**src/sv/prd_pkg.sv**
```systemverilog
package prd_pkg;

    // Default sizes handed to the top level parameters
    localparam int SIZE_BITS_DEF    = 24;
    localparam int PIX_PER_RES_DEF  = 4;

    // Fixed widths of the image size register and the result slots
    localparam int IMG_W            = 24;
    localparam int SLOTS            = 4;
    localparam int MAX_RESULTS      = 32;
    localparam int RES_IDX_W        = $clog2(MAX_RESULTS);

    // APB register map
    localparam int ADDR_W           = 3;
    localparam logic REG_RGBA       = 1'b0;
    localparam logic REG_IMAGE      = 1'b1;

    // Packet phase codes
    localparam logic [1:0] PH_COUNT = 2'd0;
    localparam logic [1:0] PH_RUN   = 2'd1;
    localparam logic [1:0] PH_LIT   = 2'd2;

    // Coded stream beat
    typedef struct packed {
        logic [7:0] data_byte;
        logic       stream_last;
    } in_t;

    // Decoded pixel beat
    typedef struct packed {
        logic [31:0] pixel_a;
        logic [31:0] pixel_b;
        logic [31:0] pixel_c;
        logic [31:0] pixel_d;
        logic [2:0]  pixel_count;
        logic        corrupt;
        logic        image_full;
        logic        run_last;
    } out_t;

    // Controller to datapath
    typedef struct packed {
        logic cap;   // latch accepted byte
        logic proc;  // decode latched byte, load burst
        logic emit;  // push one result into output register
    } cmd_t;

    // Datapath to controller
    typedef struct packed {
        logic emit_last;  // current result is the last of this byte
        logic out_busy;   // output register holds a beat
    } sts_t;

endpackage

```
**src/sv/pixdata_rle_decoder.sv**
```systemverilog
// Channel      | Dir | Handshake                 | Beat
// -------------+-----+---------------------------+------------------------------
// byte         | in  | byte_valid / byte_ready   | one coded byte + stream_last
// pix          | out | pix_valid / pix_ready     | up to four pixels + flags
// apb          | in  | psel, penable, pwrite     | rgba_mode @0, image_bytes @4
//
// Each byte is decoded in S_PROC, then its result beats are loaded into the
// output register in S_EMIT; the next byte is taken with the last result beat.
// A completed run gives up to 32 result beats, one per cycle unless the
// output register stalls; a byte gives max(1, ceil(pixels / PIXELS_PER_RESULT))
// result beats, at most 32.
// Reset clears stream state, output valid, rgba_mode = 0, image_bytes = 1.
module pixdata_rle_decoder
#(
    parameter int SIZE_BITS         = prd_pkg::SIZE_BITS_DEF,
    parameter int PIXELS_PER_RESULT = prd_pkg::PIX_PER_RES_DEF
)
(
    input  logic                       clk,
    input  logic                       rst_n,
    input  logic                       byte_valid,
    output logic                       byte_ready,
    input  prd_pkg::in_t               byte_data,
    output logic                       pix_valid,
    input  logic                       pix_ready,
    output prd_pkg::out_t              pix_data,
    input  logic                       psel,
    input  logic                       penable,
    input  logic                       pwrite,
    input  logic [prd_pkg::ADDR_W-1:0] paddr,
    input  logic [31:0]                pwdata,
    output logic [31:0]                prdata,
    output logic                       pready
);

    localparam int CNT_W = (SIZE_BITS < prd_pkg::IMG_W) ? SIZE_BITS : prd_pkg::IMG_W;

    logic             rgba_reg;
    logic [CNT_W-1:0] image_reg;
    logic             wr_en;
    logic             reg_sel;
    prd_pkg::cmd_t    cmd;
    prd_pkg::sts_t    sts;

    assign pready  = 1'b1;
    assign wr_en   = psel && penable && pwrite && pready;
    assign reg_sel = paddr[2];

    // Configuration registers
    always_ff @(posedge clk or negedge rst_n)
    begin
        if (!rst_n)
        begin
            rgba_reg  <= 1'b0;
            image_reg <= CNT_W'(1);
        end
        else if (wr_en)
        begin
            case (reg_sel)
                prd_pkg::REG_RGBA:  rgba_reg  <= pwdata[0];
                prd_pkg::REG_IMAGE: image_reg <= pwdata[CNT_W-1:0];
                default:            rgba_reg  <= rgba_reg;
            endcase
        end
    end

    // Register readback
    always_comb
    begin
        case (reg_sel)
            prd_pkg::REG_RGBA:  prdata = {31'd0, rgba_reg};
            prd_pkg::REG_IMAGE: prdata = 32'(image_reg);
            default:            prdata = 32'd0;
        endcase
    end

    prd_ctrl u_ctrl
    (
        .clk        (clk),
        .rst_n      (rst_n),
        .byte_valid (byte_valid),
        .byte_ready (byte_ready),
        .pix_ready  (pix_ready),
        .sts        (sts),
        .cmd        (cmd)
    );

    prd_dp
    #(
        .SIZE_BITS         (SIZE_BITS),
        .PIXELS_PER_RESULT (PIXELS_PER_RESULT)
    )
    u_dp
    (
        .clk         (clk),
        .rst_n       (rst_n),
        .cmd         (cmd),
        .sts         (sts),
        .byte_data   (byte_data),
        .rgba_mode   (rgba_reg),
        .image_bytes (image_reg),
        .pix_ready   (pix_ready),
        .pix_valid   (pix_valid),
        .pix_data    (pix_data)
    );

endmodule

```
**src/sv/prd_ctrl.sv**
```systemverilog
module prd_ctrl
(
    input  logic          clk,
    input  logic          rst_n,
    input  logic          byte_valid,
    output logic          byte_ready,
    input  logic          pix_ready,
    input  prd_pkg::sts_t sts,
    output prd_pkg::cmd_t cmd
);

    localparam logic [1:0] S_WAIT = 2'd0;
    localparam logic [1:0] S_PROC = 2'd1;
    localparam logic [1:0] S_EMIT = 2'd2;

    logic [1:0] state_reg;
    logic [1:0] state_next;
    logic       fire;
    logic       accept;

    // Output slot free or being drained this cycle
    assign fire       = (state_reg == S_EMIT) && (!sts.out_busy || pix_ready);
    // Next byte is taken together with the final result of the current one
    assign byte_ready = (state_reg == S_WAIT) || (fire && sts.emit_last);
    assign accept     = byte_valid && byte_ready;

    assign cmd.cap  = accept;
    assign cmd.proc = (state_reg == S_PROC);
    assign cmd.emit = fire;

    // Sequencer
    always_comb
    begin
        state_next = state_reg;
        case (state_reg)
            S_WAIT:
            begin
                if (accept)
                    state_next = S_PROC;
            end
            S_PROC:
            begin
                state_next = S_EMIT;
            end
            S_EMIT:
            begin
                if (fire && sts.emit_last)
                    state_next = accept ? S_PROC : S_WAIT;
            end
            default:
            begin
                state_next = S_WAIT;
            end
        endcase
    end

    always_ff @(posedge clk or negedge rst_n)
    begin
        if (!rst_n)
            state_reg <= S_WAIT;
        else
            state_reg <= state_next;
    end

endmodule

```
**src/sv/prd_dp.sv**
```systemverilog
module prd_dp
#(
    parameter int SIZE_BITS         = prd_pkg::SIZE_BITS_DEF,
    parameter int PIXELS_PER_RESULT = prd_pkg::PIX_PER_RES_DEF
)
(
    input  logic                 clk,
    input  logic                 rst_n,
    input  prd_pkg::cmd_t        cmd,
    output prd_pkg::sts_t        sts,
    input  prd_pkg::in_t         byte_data,
    input  logic                 rgba_mode,
    input  logic [((SIZE_BITS < prd_pkg::IMG_W) ? SIZE_BITS : prd_pkg::IMG_W)-1:0] image_bytes,
    input  logic                 pix_ready,
    output logic                 pix_valid,
    output prd_pkg::out_t        pix_data
);

    localparam int CNT_W = (SIZE_BITS < prd_pkg::IMG_W) ? SIZE_BITS : prd_pkg::IMG_W;
    localparam int EXT_W = (CNT_W > 9) ? CNT_W : 9;
    localparam int PER   = (PIXELS_PER_RESULT > prd_pkg::SLOTS) ? prd_pkg::SLOTS :
                           ((PIXELS_PER_RESULT < 1) ? 1 : PIXELS_PER_RESULT);
    localparam logic [6:0] PER_PX = 7'(PER);
    localparam logic [prd_pkg::RES_IDX_W-1:0] LAST_IDX =
        prd_pkg::RES_IDX_W'(prd_pkg::MAX_RESULTS - 1);

    // Latched input byte
    logic [7:0]         byte_reg;
    logic               last_reg;

    // Stream state
    logic [1:0]         phase_reg,   phase_next;
    logic [6:0]         rem_reg,     rem_next;
    logic [1:0]         bip_reg,     bip_next;
    logic [31:0]        gather_reg,  gather_next;
    logic [CNT_W-1:0]   written_reg, written_next;
    logic               overrun_reg, overrun_next;

    // Flags reported with the results of the current byte
    logic               corrupt_reg, corrupt_next;
    logic               full_reg,    full_next;

    // Burst of results for the current byte
    logic [31:0]        bpix_reg,    bpix_next;
    logic [6:0]         bleft_reg,   bleft_next;
    logic [prd_pkg::RES_IDX_W-1:0] bidx_reg, bidx_next;

    // Output register
    logic               pvld_reg,    pvld_next;
    prd_pkg::out_t      pdata_reg,   pdata_next;

    // Decode helpers
    logic [6:0]         cnt_n;
    logic [8:0]         need;
    logic [CNT_W-1:0]   room;
    logic [EXT_W-1:0]   room_ext;
    logic               over;
    logic [16:0]        div3_prod;
    logic [6:0]         room_px;
    logic [31:0]        gather_new;
    logic               px_done;
    logic [8:0]         run_bytes;
    logic [CNT_W-1:0]   written_inc;
    logic               lit_full;
    logic [6:0]         rem_dec;
    logic               active;

    // Emit helpers
    logic [2:0]         slot_cnt;
    logic               emit_last;

    assign cnt_n      = byte_reg[6:0];
    assign need       = rgba_mode ? {cnt_n, 2'b00} : ({2'b00, cnt_n} + {1'b0, cnt_n, 1'b0});
    assign room       = image_bytes - written_reg;
    assign room_ext   = EXT_W'(room);
    assign over       = EXT_W'(need) > room_ext;
    // room / 3 by reciprocal; exact for room below 512, which holds when over
    assign div3_prod  = 17'(room_ext[8:0]) * 17'd171;
    assign room_px    = rgba_mode ? room_ext[8:2] : div3_prod[15:9];
    assign gather_new = gather_reg | (32'(byte_reg) << {bip_reg, 3'b000});
    assign px_done    = rgba_mode ? (bip_reg == 2'd3) : (bip_reg == 2'd2);
    assign run_bytes  = rgba_mode ? {rem_reg, 2'b00}
                                  : ({2'b00, rem_reg} + {1'b0, rem_reg, 1'b0});
    assign written_inc = written_reg + CNT_W'(1);
    assign lit_full   = (written_inc == image_bytes);
    assign rem_dec    = rem_reg - 7'd1;
    assign active     = written_reg < image_bytes;

    assign slot_cnt   = (bleft_reg > PER_PX) ? 3'(PER) : bleft_reg[2:0];
    assign emit_last  = (bleft_reg <= PER_PX) || (bidx_reg == LAST_IDX);

    assign sts.emit_last = emit_last;
    assign sts.out_busy  = pvld_reg;

    // Byte decode, burst load and emit
    always_comb
    begin
        phase_next   = phase_reg;
        rem_next     = rem_reg;
        bip_next     = bip_reg;
        gather_next  = gather_reg;
        written_next = written_reg;
        overrun_next = overrun_reg;
        corrupt_next = corrupt_reg;
        full_next    = full_reg;
        bpix_next    = bpix_reg;
        bleft_next   = bleft_reg;
        bidx_next    = bidx_reg;
        pvld_next    = pvld_reg;
        pdata_next   = pdata_reg;

        if (cmd.proc)
        begin
            bpix_next  = gather_new;
            bleft_next = 7'd0;
            bidx_next  = '0;

            if (active)
            begin
                case (phase_reg)
                    prd_pkg::PH_COUNT:
                    begin
                        bip_next    = 2'd0;
                        gather_next = 32'd0;
                        if (byte_reg[7])
                        begin
                            if (over)
                                overrun_next = 1'b1;
                            rem_next   = over ? room_px : cnt_n;
                            phase_next = prd_pkg::PH_RUN;
                        end
                        else if (cnt_n != 7'd0)
                        begin
                            if (over)
                                overrun_next = 1'b1;
                            rem_next   = cnt_n;
                            phase_next = prd_pkg::PH_LIT;
                        end
                    end
                    prd_pkg::PH_RUN:
                    begin
                        gather_next = gather_new;
                        bip_next    = bip_reg + 2'd1;
                        if (px_done)
                        begin
                            bleft_next   = rem_reg;
                            written_next = written_reg + CNT_W'(run_bytes);
                            rem_next     = 7'd0;
                            bip_next     = 2'd0;
                            gather_next  = 32'd0;
                            phase_next   = prd_pkg::PH_COUNT;
                        end
                    end
                    default:
                    begin
                        // literal packet
                        gather_next  = gather_new;
                        bip_next     = bip_reg + 2'd1;
                        written_next = written_inc;
                        if (px_done || lit_full)
                            bleft_next = 7'd1;
                        if (px_done)
                        begin
                            bip_next    = 2'd0;
                            gather_next = 32'd0;
                            rem_next    = rem_dec;
                            if (rem_dec == 7'd0)
                                phase_next = prd_pkg::PH_COUNT;
                        end
                        if (lit_full)
                        begin
                            bip_next    = 2'd0;
                            gather_next = 32'd0;
                            rem_next    = 7'd0;
                            phase_next  = prd_pkg::PH_COUNT;
                        end
                    end
                endcase
            end

            if (last_reg && (phase_next != prd_pkg::PH_COUNT))
                overrun_next = 1'b1;

            corrupt_next = overrun_next;
            full_next    = written_next >= image_bytes;

            // end of stream: back to start state
            if (last_reg)
            begin
                phase_next   = prd_pkg::PH_COUNT;
                rem_next     = 7'd0;
                bip_next     = 2'd0;
                gather_next  = 32'd0;
                written_next = '0;
                overrun_next = 1'b0;
            end
        end

        // Output register drain and load
        if (pix_ready)
            pvld_next = 1'b0;

        if (cmd.emit)
        begin
            pvld_next              = 1'b1;
            pdata_next.pixel_a     = (slot_cnt > 3'd0) ? bpix_reg : 32'd0;
            pdata_next.pixel_b     = (slot_cnt > 3'd1) ? bpix_reg : 32'd0;
            pdata_next.pixel_c     = (slot_cnt > 3'd2) ? bpix_reg : 32'd0;
            pdata_next.pixel_d     = (slot_cnt > 3'd3) ? bpix_reg : 32'd0;
            pdata_next.pixel_count = slot_cnt;
            pdata_next.corrupt     = corrupt_reg;
            pdata_next.image_full  = full_reg;
            pdata_next.run_last    = emit_last;
            bleft_next             = bleft_reg - 7'(slot_cnt);
            bidx_next              = bidx_reg + prd_pkg::RES_IDX_W'(1);
        end
    end

    // Input byte latch
    always_ff @(posedge clk)
    begin
        if (cmd.cap)
        begin
            byte_reg <= byte_data.data_byte;
            last_reg <= byte_data.stream_last;
        end
    end

    // Control and stream state
    always_ff @(posedge clk or negedge rst_n)
    begin
        if (!rst_n)
        begin
            phase_reg   <= prd_pkg::PH_COUNT;
            rem_reg     <= 7'd0;
            bip_reg     <= 2'd0;
            gather_reg  <= 32'd0;
            written_reg <= '0;
            overrun_reg <= 1'b0;
            bleft_reg   <= 7'd0;
            bidx_reg    <= '0;
            pvld_reg    <= 1'b0;
        end
        else
        begin
            phase_reg   <= phase_next;
            rem_reg     <= rem_next;
            bip_reg     <= bip_next;
            gather_reg  <= gather_next;
            written_reg <= written_next;
            overrun_reg <= overrun_next;
            bleft_reg   <= bleft_next;
            bidx_reg    <= bidx_next;
            pvld_reg    <= pvld_next;
        end
    end

    // Payload
    always_ff @(posedge clk)
    begin
        corrupt_reg <= corrupt_next;
        full_reg    <= full_next;
        bpix_reg    <= bpix_next;
        pdata_reg   <= pdata_next;
    end

    assign pix_valid = pvld_reg;
    assign pix_data  = pdata_reg;

endmodule
```
**config.mk**
```make
export PLATFORM = sky130hd
export DESIGN_NAME = pixdata_rle_decoder
export DESIGN_NICKNAME = d
export VERILOG_FILES = /design/src/sv/prd_pkg.sv /design/src/sv/pixdata_rle_decoder.sv /design/src/sv/prd_ctrl.sv /design/src/sv/prd_dp.sv
export SDC_FILE = /design/constraint.sdc
export NUM_CORES = 1
export LEC_CHECK = 0
export BUFFER_PORTS_ARGS = -buffer_cell sky130_fd_sc_hd__buf_2
export CAP_MARGIN = 20
export CORE_MARGIN = 2
export CORE_UTILIZATION = 60
export CTS_CLUSTER_DIAMETER = 50
export CTS_CLUSTER_SIZE = 8
export DETAILED_ROUTE_END_ITERATION = 10
export MAX_ROUTING_LAYER = met4
export PLACE_DENSITY = 0.82
export SETUP_SLACK_MARGIN = 0.15
export SYNTH_ARGS = -nofsm -noshare
export SYNTH_HDL_FRONTEND = slang
export SYNTH_HIERARCHICAL = 1
export SYNTH_SLANG_ARGS = --single-unit
```
**constraint.sdc**
```tcl
create_clock -name clk -period 8 [get_ports clk]
set_input_delay 1.6 -clock clk [delete_from_list [all_inputs] [get_ports clk]]
set_output_delay 1.6 -clock clk [all_outputs]
set_load 0.02 [all_outputs]
```
---- Word-level counts from Yosys, hierarchy flattened ----
Cells that the tools add are included.
storage, ports and cells
  bits in registers ....................... 285
  bits of input ports ..................... 51
operators by class
  add/subtract/negate cells ............... 9
  $mul .................................... 1
  magnitude comparators ................... 9
  equal/unequal tests ..................... 11
  shift operators ......................... 1
  muxes and demuxes ....................... 61
  bitwise logic cells ..................... 2
  reductions and logical operators ........ 25
operators by type and width
  operator                 count
  $mux W32                 4
  $pmux W32 S2             2
  $mux W24                 4
  $mux W7                  13
  $pmux W24 S2             1
  $or A32 B32 Y32          1
  $shl A8 B5 Y32           1
  $mux W2                  15
  $pmux W7 S2              2
  $add A24 B1 Y24 const B  1
  $add A24 B9 Y24          1
  $eq A24 B24 Y1           1
  $ge A24 B24 Y1           1
  $gt A9 B24 Y1            1
  $lt A24 B24 Y1           1
  $sub A24 B24 Y24         1
  $add A7 B8 Y9            2
  $mux W9                  2
  $mul A9 B8 Y16 const B   1
  $mux W1                  12
  $mux W5                  2
  $pmux W2 S2              2
  $reduce_and A2 Y1        4
  $reduce_bool A2 Y1       4
  26 further kinds         40

---- Depth between registers and ports, before layout ----
Gate-level depths: netlist of the first run.
  word-level depth ........................ 12
  depth in mapped cells ................... 28

---- By module ----
Netlist of the first run, hierarchy kept.
by module, submodules not included
  module               instances  cells each  area an instance (µm²)  seq. area each (µm²)
  prd_dp               1          1725        17002.6                 7342.0
  pixdata_rle_decoder  1          91          1273.7                  626.9
  prd_ctrl             1          15          130.1                   50.0

---- Worst setup path after synthesis of the first run ----
Ideal clock, no wire load.
  kind .................................... register to register
  start ................................... register u_dp.written_reg[2]
  end ..................................... register u_dp.rem_reg[6]
  data arrival time ....................... 5.559 ns
  required time ........................... 7.876 ns
  path slack .............................. 2.317 ns
  stages on the path, launching flop included .. 24
  buffers on the path ..................... 2
  cell sequence ........................... dfrtp_1 > buf_2 > inv_1 > ha_1 > clkbuf_1 > a21o_1 > a21oi_1 > xnor2_1 > ha_1 > fa_1 > inv_1 > fa_1 > fa_1 > inv_1 > ha_1 > o31ai_1 > a21oi_1 > a211oi_1 > o211ai_1 > o31ai_1 > xnor2_1 > o21ai_0 > nand3_1 > a211o_1
between the ends
  longest elaborated chain between the ends .. 8
RTL lines
  item                      line           text
  start: declaration        prd_dp.sv:36   logic [CNT_W-1:0] written_reg, written_next;
  start signal: assignment  prd_dp.sv:250  written_reg <= written_next;
  $sub A24 B24 Y24          prd_dp.sv:74   assign room = image_bytes - written_reg;
  $mul A9 B8 Y16            prd_dp.sv:78   assign div3_prod = 17'(room_ext[8:0]) * 17'd171;
  $mux W7                   prd_dp.sv:79   assign room_px = rgba_mode ? room_ext[8:2] : div3_prod[15:9];
  $mux W7                   prd_dp.sv:129  rem_next = over ? room_px : cnt_n;
  $mux W7                   prd_dp.sv:125  if (byte_reg[7])
  $pmux W7 S2               prd_dp.sv:120  case (phase_reg)
  $mux W7                   prd_dp.sv:118  if (active)
  $mux W7                   prd_dp.sv:188  if (last_reg)
  end signal: assignment    prd_dp.sv:247  rem_reg <= rem_next;
  end: declaration          prd_dp.sv:33   logic [6:0] rem_reg, rem_next;
Several ways; a longest one is shown, not always the timed one. The select of a mux whose other input is x is not followed.
A chain may end at the register's enable or synchronous reset.

---- Final worst setup path of the first run ----
  start ................................... register u_dp.written_reg[0]
  end ..................................... register u_dp.rem_reg[6]
Same word-level chain as after synthesis.

==> impl_metrics.env, run 1 <==
export IMPL_status="finished clean"
export IMPL_syn_area_mm2=0.0184
export IMPL_critPathLaunchType="flip-flop"
export IMPL_cts_resized=0
export IMPL_routabilityCongestion=0.973
export IMPL_ys_ff_latch=285
export IMPL_maxUsedRoutingLayer="met4"
export IMPL_syn2layout_area_growth_pct=13.9
export IMPL_setup_viol=0
export IMPL_antenna_found_initial=0
export IMPL_yosysWarnings=6
export IMPL_rsz0062_at_grt="false"
export IMPL_period_needed_ps=6730
export IMPL_detail_route_iter0_violations=1205
export IMPL_cts_buffer_depth=3
export IMPL_dpl_hpwl_mm=33.8
export IMPL_rr_startpoint="u_dp/written_reg[0]"
export IMPL_cts_setup_buffers=0
export IMPL_yosysSeqAreaShare=0.436
export IMPL_dpl_cell_area_mm2=0.0196
export IMPL_core_area_mm2=0.0304
export IMPL_slew_violations=0
export IMPL_relSlewSlack=0.283
export IMPL_synth_common_cells="edfxtp_1, inv_1, ha_1"
export IMPL_die_height_um=179
export IMPL_synthDistinctLibCells=95
export IMPL_max_cap_violations=0
export IMPL_synth_top_family_by_area="simple AND/OR/NAND/NOR gates"
export IMPL_drc=0
export IMPL_hold_viol=0
export IMPL_met2WireLength_mm=23.4
export IMPL_wl_per_cell_um=19.8
export IMPL_synth_compound_area_share=0.150
export IMPL_crit_type="reg2reg"
export IMPL_reg2reg_slack_ps=1270
export IMPL_dr_pass1_iters=6
export IMPL_rows=64
export IMPL_timing_fmax_mhz=149
export IMPL_ff_latch_area_mm2=0.00802
export IMPL_min_delay_start="u_dp/corrupt_reg"
export IMPL_grt_max_degree=83
export IMPL_holdCritPathClass="reg2reg"
export IMPL_synth_cells=1831
export IMPL_fin_nets=2209
export IMPL_end_kind="flip-flop"
export IMPL_overflow=0
export IMPL_clkLatencyLatePin_ps=550
export IMPL_multi_input_area_mm2=0.00940
export IMPL_start_util=0.605
export IMPL_synthSimpleGateAreaFrac=0.169
export IMPL_drive_gt1_frac=0.164
export IMPL_async_flop_share=0.379
export IMPL_tightestPinTransition_ps=1070
export IMPL_tns_ps=0
export IMPL_port_buffers=200
export IMPL_worstSetupStartpoint="u_dp/written_reg[0]"
export IMPL_routed_wl_mm=48.2
export IMPL_cts_hold_fix_buffers=0
export IMPL_yosysMostFrequentCell="edfxtp_1"
export IMPL_groute_usage_overall=0.309
export IMPL_avgSynthCellArea_um2=10.1
export IMPL_dieArea_mm2=0.0321
export IMPL_synthAdderAreaFrac=0.115
export IMPL_cp_data_arrival_time_ps=7150
export IMPL_clkSinkCount=285
export IMPL_synth_xor_area_frac=0.0404
export IMPL_path_max_fanout=8
export IMPL_synth_top_area_cell="edfxtp_1"
export IMPL_cts_tree="done"
export IMPL_grt_first_pass_wirelength_mm=75.3
export IMPL_cts_buffers_inserted=45
export IMPL_m1WireLength_mm=19.1
export IMPL_critPathRequiredTime_ps=8430
export IMPL_die_w_um=179
export IMPL_post_route_period_util=0.841
export IMPL_synth_top_cell_area_share=0.289
export IMPL_netlist_top_cells_area="edfxtp_1, dfrtp_1, ha_1"
export IMPL_grt_pass1_vias=14400
export IMPL_fin_area_mm2=0.0210
export IMPL_htreeDepth=2
export IMPL_wl_met3_mm=4.00
export IMPL_clk_pin_slew_worst_paths_ps=60
export IMPL_muxShareOfSynthArea=0.0328
export IMPL_nFillCells=2241
export IMPL_io_pins=220
export IMPL_num_vias=14700
export IMPL_clockRootBuffer="clkbuf_16"
export IMPL_finClkSkew_ps=25.8
export IMPL_viasPerCell=6.06
export IMPL_synth_edf_count=177
export IMPL_largest_reg_flops=134
export IMPL_synth_ff_type="edfxtp_1"
export IMPL_ant_nets=0
==> kinds of logic (layout without fill, tap and decap cells) <==
logic type	Yosys count	count (layout)
AO/OA/AOI/OAI	421	421
XOR/XNOR	85	85
adder cells (fa/ha/maj)	159	159
buffers and inverters	252	446
flip-flops	285	285
multiplexers	49	49
other	3	11
AND/OR/NAND/NOR	577	577
==> stage by stage <==
stage          setup WS, ps  hold WS (ps)  instances   util
5_1_grt                 664           450       2428  0.689
3_5_place_dp           1300           407       2346  0.644
4_1_cts                1310           428       2426  0.688
6_report               1270           431       2429  0.689
3_3_place_gp           1480           406       2346  0.644
2_1_floorplan          2320           400       1838      -
==> worst max-delay path: stages (launching register included) <==
cell and delay (ps):
dfrtp_1 470, ha_1 250, inv_1 70, fa_1 450, a211oi_1 370, o21ai_1 290, xor2_1 680, fa_1 520
inv_1 90, fa_1 460, fa_1 550, inv_1 50, ha_1 330, o31ai_1 90, a21oi_1 60, a211oi_1 590
o211ai_1 270, o31ai_1 290, xnor2_1 160, o21ai_0 180, nand3_1 100, a211o_1 300
==> cell type report <==
cell class	count	area share
Antenna cell	1	0.000119
Clock buffer	72	0.0605
Clock inverter	8	0.00382
Inverter	149	0.0267
Multi-Input combinational cell	1301	0.448
Sequential cell	285	0.382
Tap cell	396	0.0236
Timing Repair Buffer	217	0.0549
==> layout by cell type (no fill, tap or decap), drive strengths merged, types with 6 or more instances in the layout <==
| cell | count |
|---|---|
| o311ai | 7 |
| nand2 | 139 |
| conb | 10 |
| clkinv | 9 |
| or3 | 10 |
| a2111oi | 6 |
| and3 | 13 |
| nand4 | 23 |
| ha | 141 |
| and2 | 64 |
| edfxtp | 177 |
| xor2 | 25 |
| a21boi | 18 |
| o31ai | 13 |
| or2 | 6 |
| nor3 | 26 |
| inv | 147 |
| nor4 | 12 |
| o211ai | 18 |
| o221ai | 7 |
| dfrtp | 107 |
| nand2b | 20 |
| mux2i | 19 |
| a21oi | 111 |
| nor4b | 7 |
| xnor2 | 60 |
| a211oi | 22 |
| clkbuf | 72 |
| mux2 | 30 |
| o21ai | 86 |
| o22ai | 25 |
| a21o | 36 |
| fa | 18 |
| nor2b | 109 |
| nor2 | 83 |
| buf | 217 |
| nand3 | 42 |
| a31oi | 8 |
| o21a | 7 |
==> path summary, 6_finish.rpt <==
check | cells after the start | endpoint
setup / recovery | 21 | u_dp/rem_reg[6]
hold / removal | 0 | u_dp/pix_data[2]
setup reg to reg | 21 | u_dp/rem_reg[6]
hold reg to reg | 0 | u_dp/pix_data[2]
max in group asynchronous | 2 | u_dp/written_reg[0]
min in group asynchronous | 1 | u_dp/bidx_reg[0]
==> routing by layer <==
metal  GRT usage  vias to the layer above
met4       0.116                        0
li1            -                     6850
met3      0.0454                      126
met1       0.387                     7034
met5           -                        -
met2       0.512                      715
Power of run 1 is not shown: default switching activity piles up to over one toggle a cycle in this logic, so the estimate is an artifact.
==> inputs of run 2 (changes only) <==
CORE_UTILIZATION = 54   (was 60)
PLACE_DENSITY = 0.78   (was 0.82)
clock period = 5.58 ns   (was 8 ns; I/O delays follow)
==> impl_metrics.env, run 2 (synthesized netlist as in run 1, its figures left out) <==
export IMPL_die_height_um=189
export IMPL_cp_data_arrival_time_ps=5850
export IMPL_dpl_cell_area_mm2=0.0204
export IMPL_clkSinkCount=285
export IMPL_end_kind="flip-flop"
export IMPL_nFillCells=2582
export IMPL_period_needed_ps=5370
export IMPL_timing_fmax_mhz=186
export IMPL_overflow=0
export IMPL_core_area_mm2=0.0335
export IMPL_num_vias=15100
export IMPL_fin_nets=2302
export IMPL_grt_first_pass_wirelength_mm=75.5
export IMPL_port_buffers=200
export IMPL_critPathRequiredTime_ps=6060
export IMPL_syn2layout_area_growth_pct=19.7
export IMPL_setup_viol=0
export IMPL_crit_type="reg2reg"
export IMPL_dr_pass1_iters=6
export IMPL_rows=67
export IMPL_routabilityCongestion=0.975
export IMPL_groute_usage_overall=0.273
export IMPL_htreeDepth=2
export IMPL_holdCritPathClass="reg2reg"
export IMPL_io_pins=220
export IMPL_dpl_hpwl_mm=35.1
export IMPL_finClkSkew_ps=35.1
export IMPL_cts_buffers_inserted=46
export IMPL_grt_pass1_vias=14300
export IMPL_min_delay_start="u_dp/full_reg"
export IMPL_ant_nets=0
export IMPL_grt_max_degree=69
export IMPL_path_max_fanout=3
export IMPL_start_util=0.549
export IMPL_viasPerCell=5.86
export IMPL_ff_latch_area_mm2=0.00802
export IMPL_largest_reg_flops=134
export IMPL_rr_startpoint="image_reg[0]"
export IMPL_die_w_um=189
export IMPL_wl_per_cell_um=18.7
export IMPL_clockRootBuffer="clkbuf_16"
export IMPL_relSlewSlack=0.283
export IMPL_fin_area_mm2=0.0220
export IMPL_clkLatencyLatePin_ps=570
export IMPL_layout_common_cells="buf_2, edfxtp_1, inv_1"
export IMPL_clk_pin_slew_worst_paths_ps=50
export IMPL_drive_gt1_frac=0.219
export IMPL_slew_violations=0
export IMPL_max_cap_violations=0
export IMPL_cts_tree="done"
export IMPL_cts_buffer_depth=3
export IMPL_final_common_cell="buf_2"
export IMPL_multi_input_area_mm2=0.00959
export IMPL_critPathLaunchType="flip-flop"
export IMPL_detail_route_iter0_violations=1473
export IMPL_antenna_found_initial=1
export IMPL_drc=0
export IMPL_status="finished clean"
export IMPL_dieArea_mm2=0.0356
export IMPL_rsz0062_at_grt="true"
export IMPL_post_route_period_util=0.962
export IMPL_hold_viol=0
export IMPL_tightestPinTransition_ps=1070
export IMPL_worstSetupStartpoint="image_reg[0]"
export IMPL_routed_wl_mm=48.2
run 2: stage by stage:
stage / setup TNS (ps) / hold WS (ps) / utilization / worst slack, ps / cells
floorplan: 0 / 400 / - / 152 / 1838
global placement: 0 / 408 / 0.607 / 31.9 / 2487
detailed placement: -66.2 / 413 / 0.607 / -66.2 / 2487
CTS: 0 / 409 / 0.653 / 169 / 2572
global route: -59.4 / 410 / 0.657 / -46.7 / 2577
finish: 0 / 408 / 0.657 / 211 / 2577
run 2: final cells by class:
cell class | instances | area share
diodes | 1 | 0.000114
well taps | 448 | 0.0254
clock inverters | 12 | 0.0101
flip-flops and latches | 285 | 0.364
multi-input cells | 1301 | 0.435
inverters | 149 | 0.0254
repair buffers | 309 | 0.0836
clock buffers | 72 | 0.0567
run 2: final timing paths:
| kind | to | slack (ps) | cells after the start |
|---|---|---|---|
| max in group asynchronous | u_dp/written_reg[23] | 3670 | 2 |
| worst max register to register | u_dp/rem_reg[5] | 210 | 25 |
| worst max-delay path | u_dp/rem_reg[5] | 210 | 25 |
| min in group asynchronous | image_reg[17] | 720 | 1 |
| worst min-delay path | u_dp/pix_data[1] | 410 | 0 |
| worst min register to register | u_dp/pix_data[1] | 410 | 0 |
run 2: layer usage:
layer	global-route usage	up-vias	part of all wire
li1	-	7057	-
met1	0.350	7213	0.42
met2	0.441	695	0.47
met3	0.0427	130	0.075
met4	0.0995	0	0.035
met5	-	-	0
run 2: critical path, cell delays in order, from the launching register on:
cell and delay (ps):
dfstp_2 370, inv_2 60, ha_4 130, inv_2 40, fa_2 390, buf_6 150
a21o_1 180, a21oi_2 180, xnor2_2 100, ha_1 310, fa_1 500, inv_2 40
fa_1 460, fa_1 510, inv_2 50, ha_4 270, o31ai_1 60, a21oi_1 150
a211oi_2 70, o211ai_1 310, a21oi_1 140, xnor2_1 150, mux2i_1 80, buf_4 160
a41o_1 260, o211ai_1 180
run 2: repair_timing:
item / 4_1_cts / 5_1_grt
resized for setup: 10 / 33
endpoints found under the setup margin: 5 / 6
gates cloned: 0 / 0
hold buffers: 0 / 0
pin swaps: 7 / 25
buffers inserted: 1 / 4
Power of run 2 is left out for the same reason.
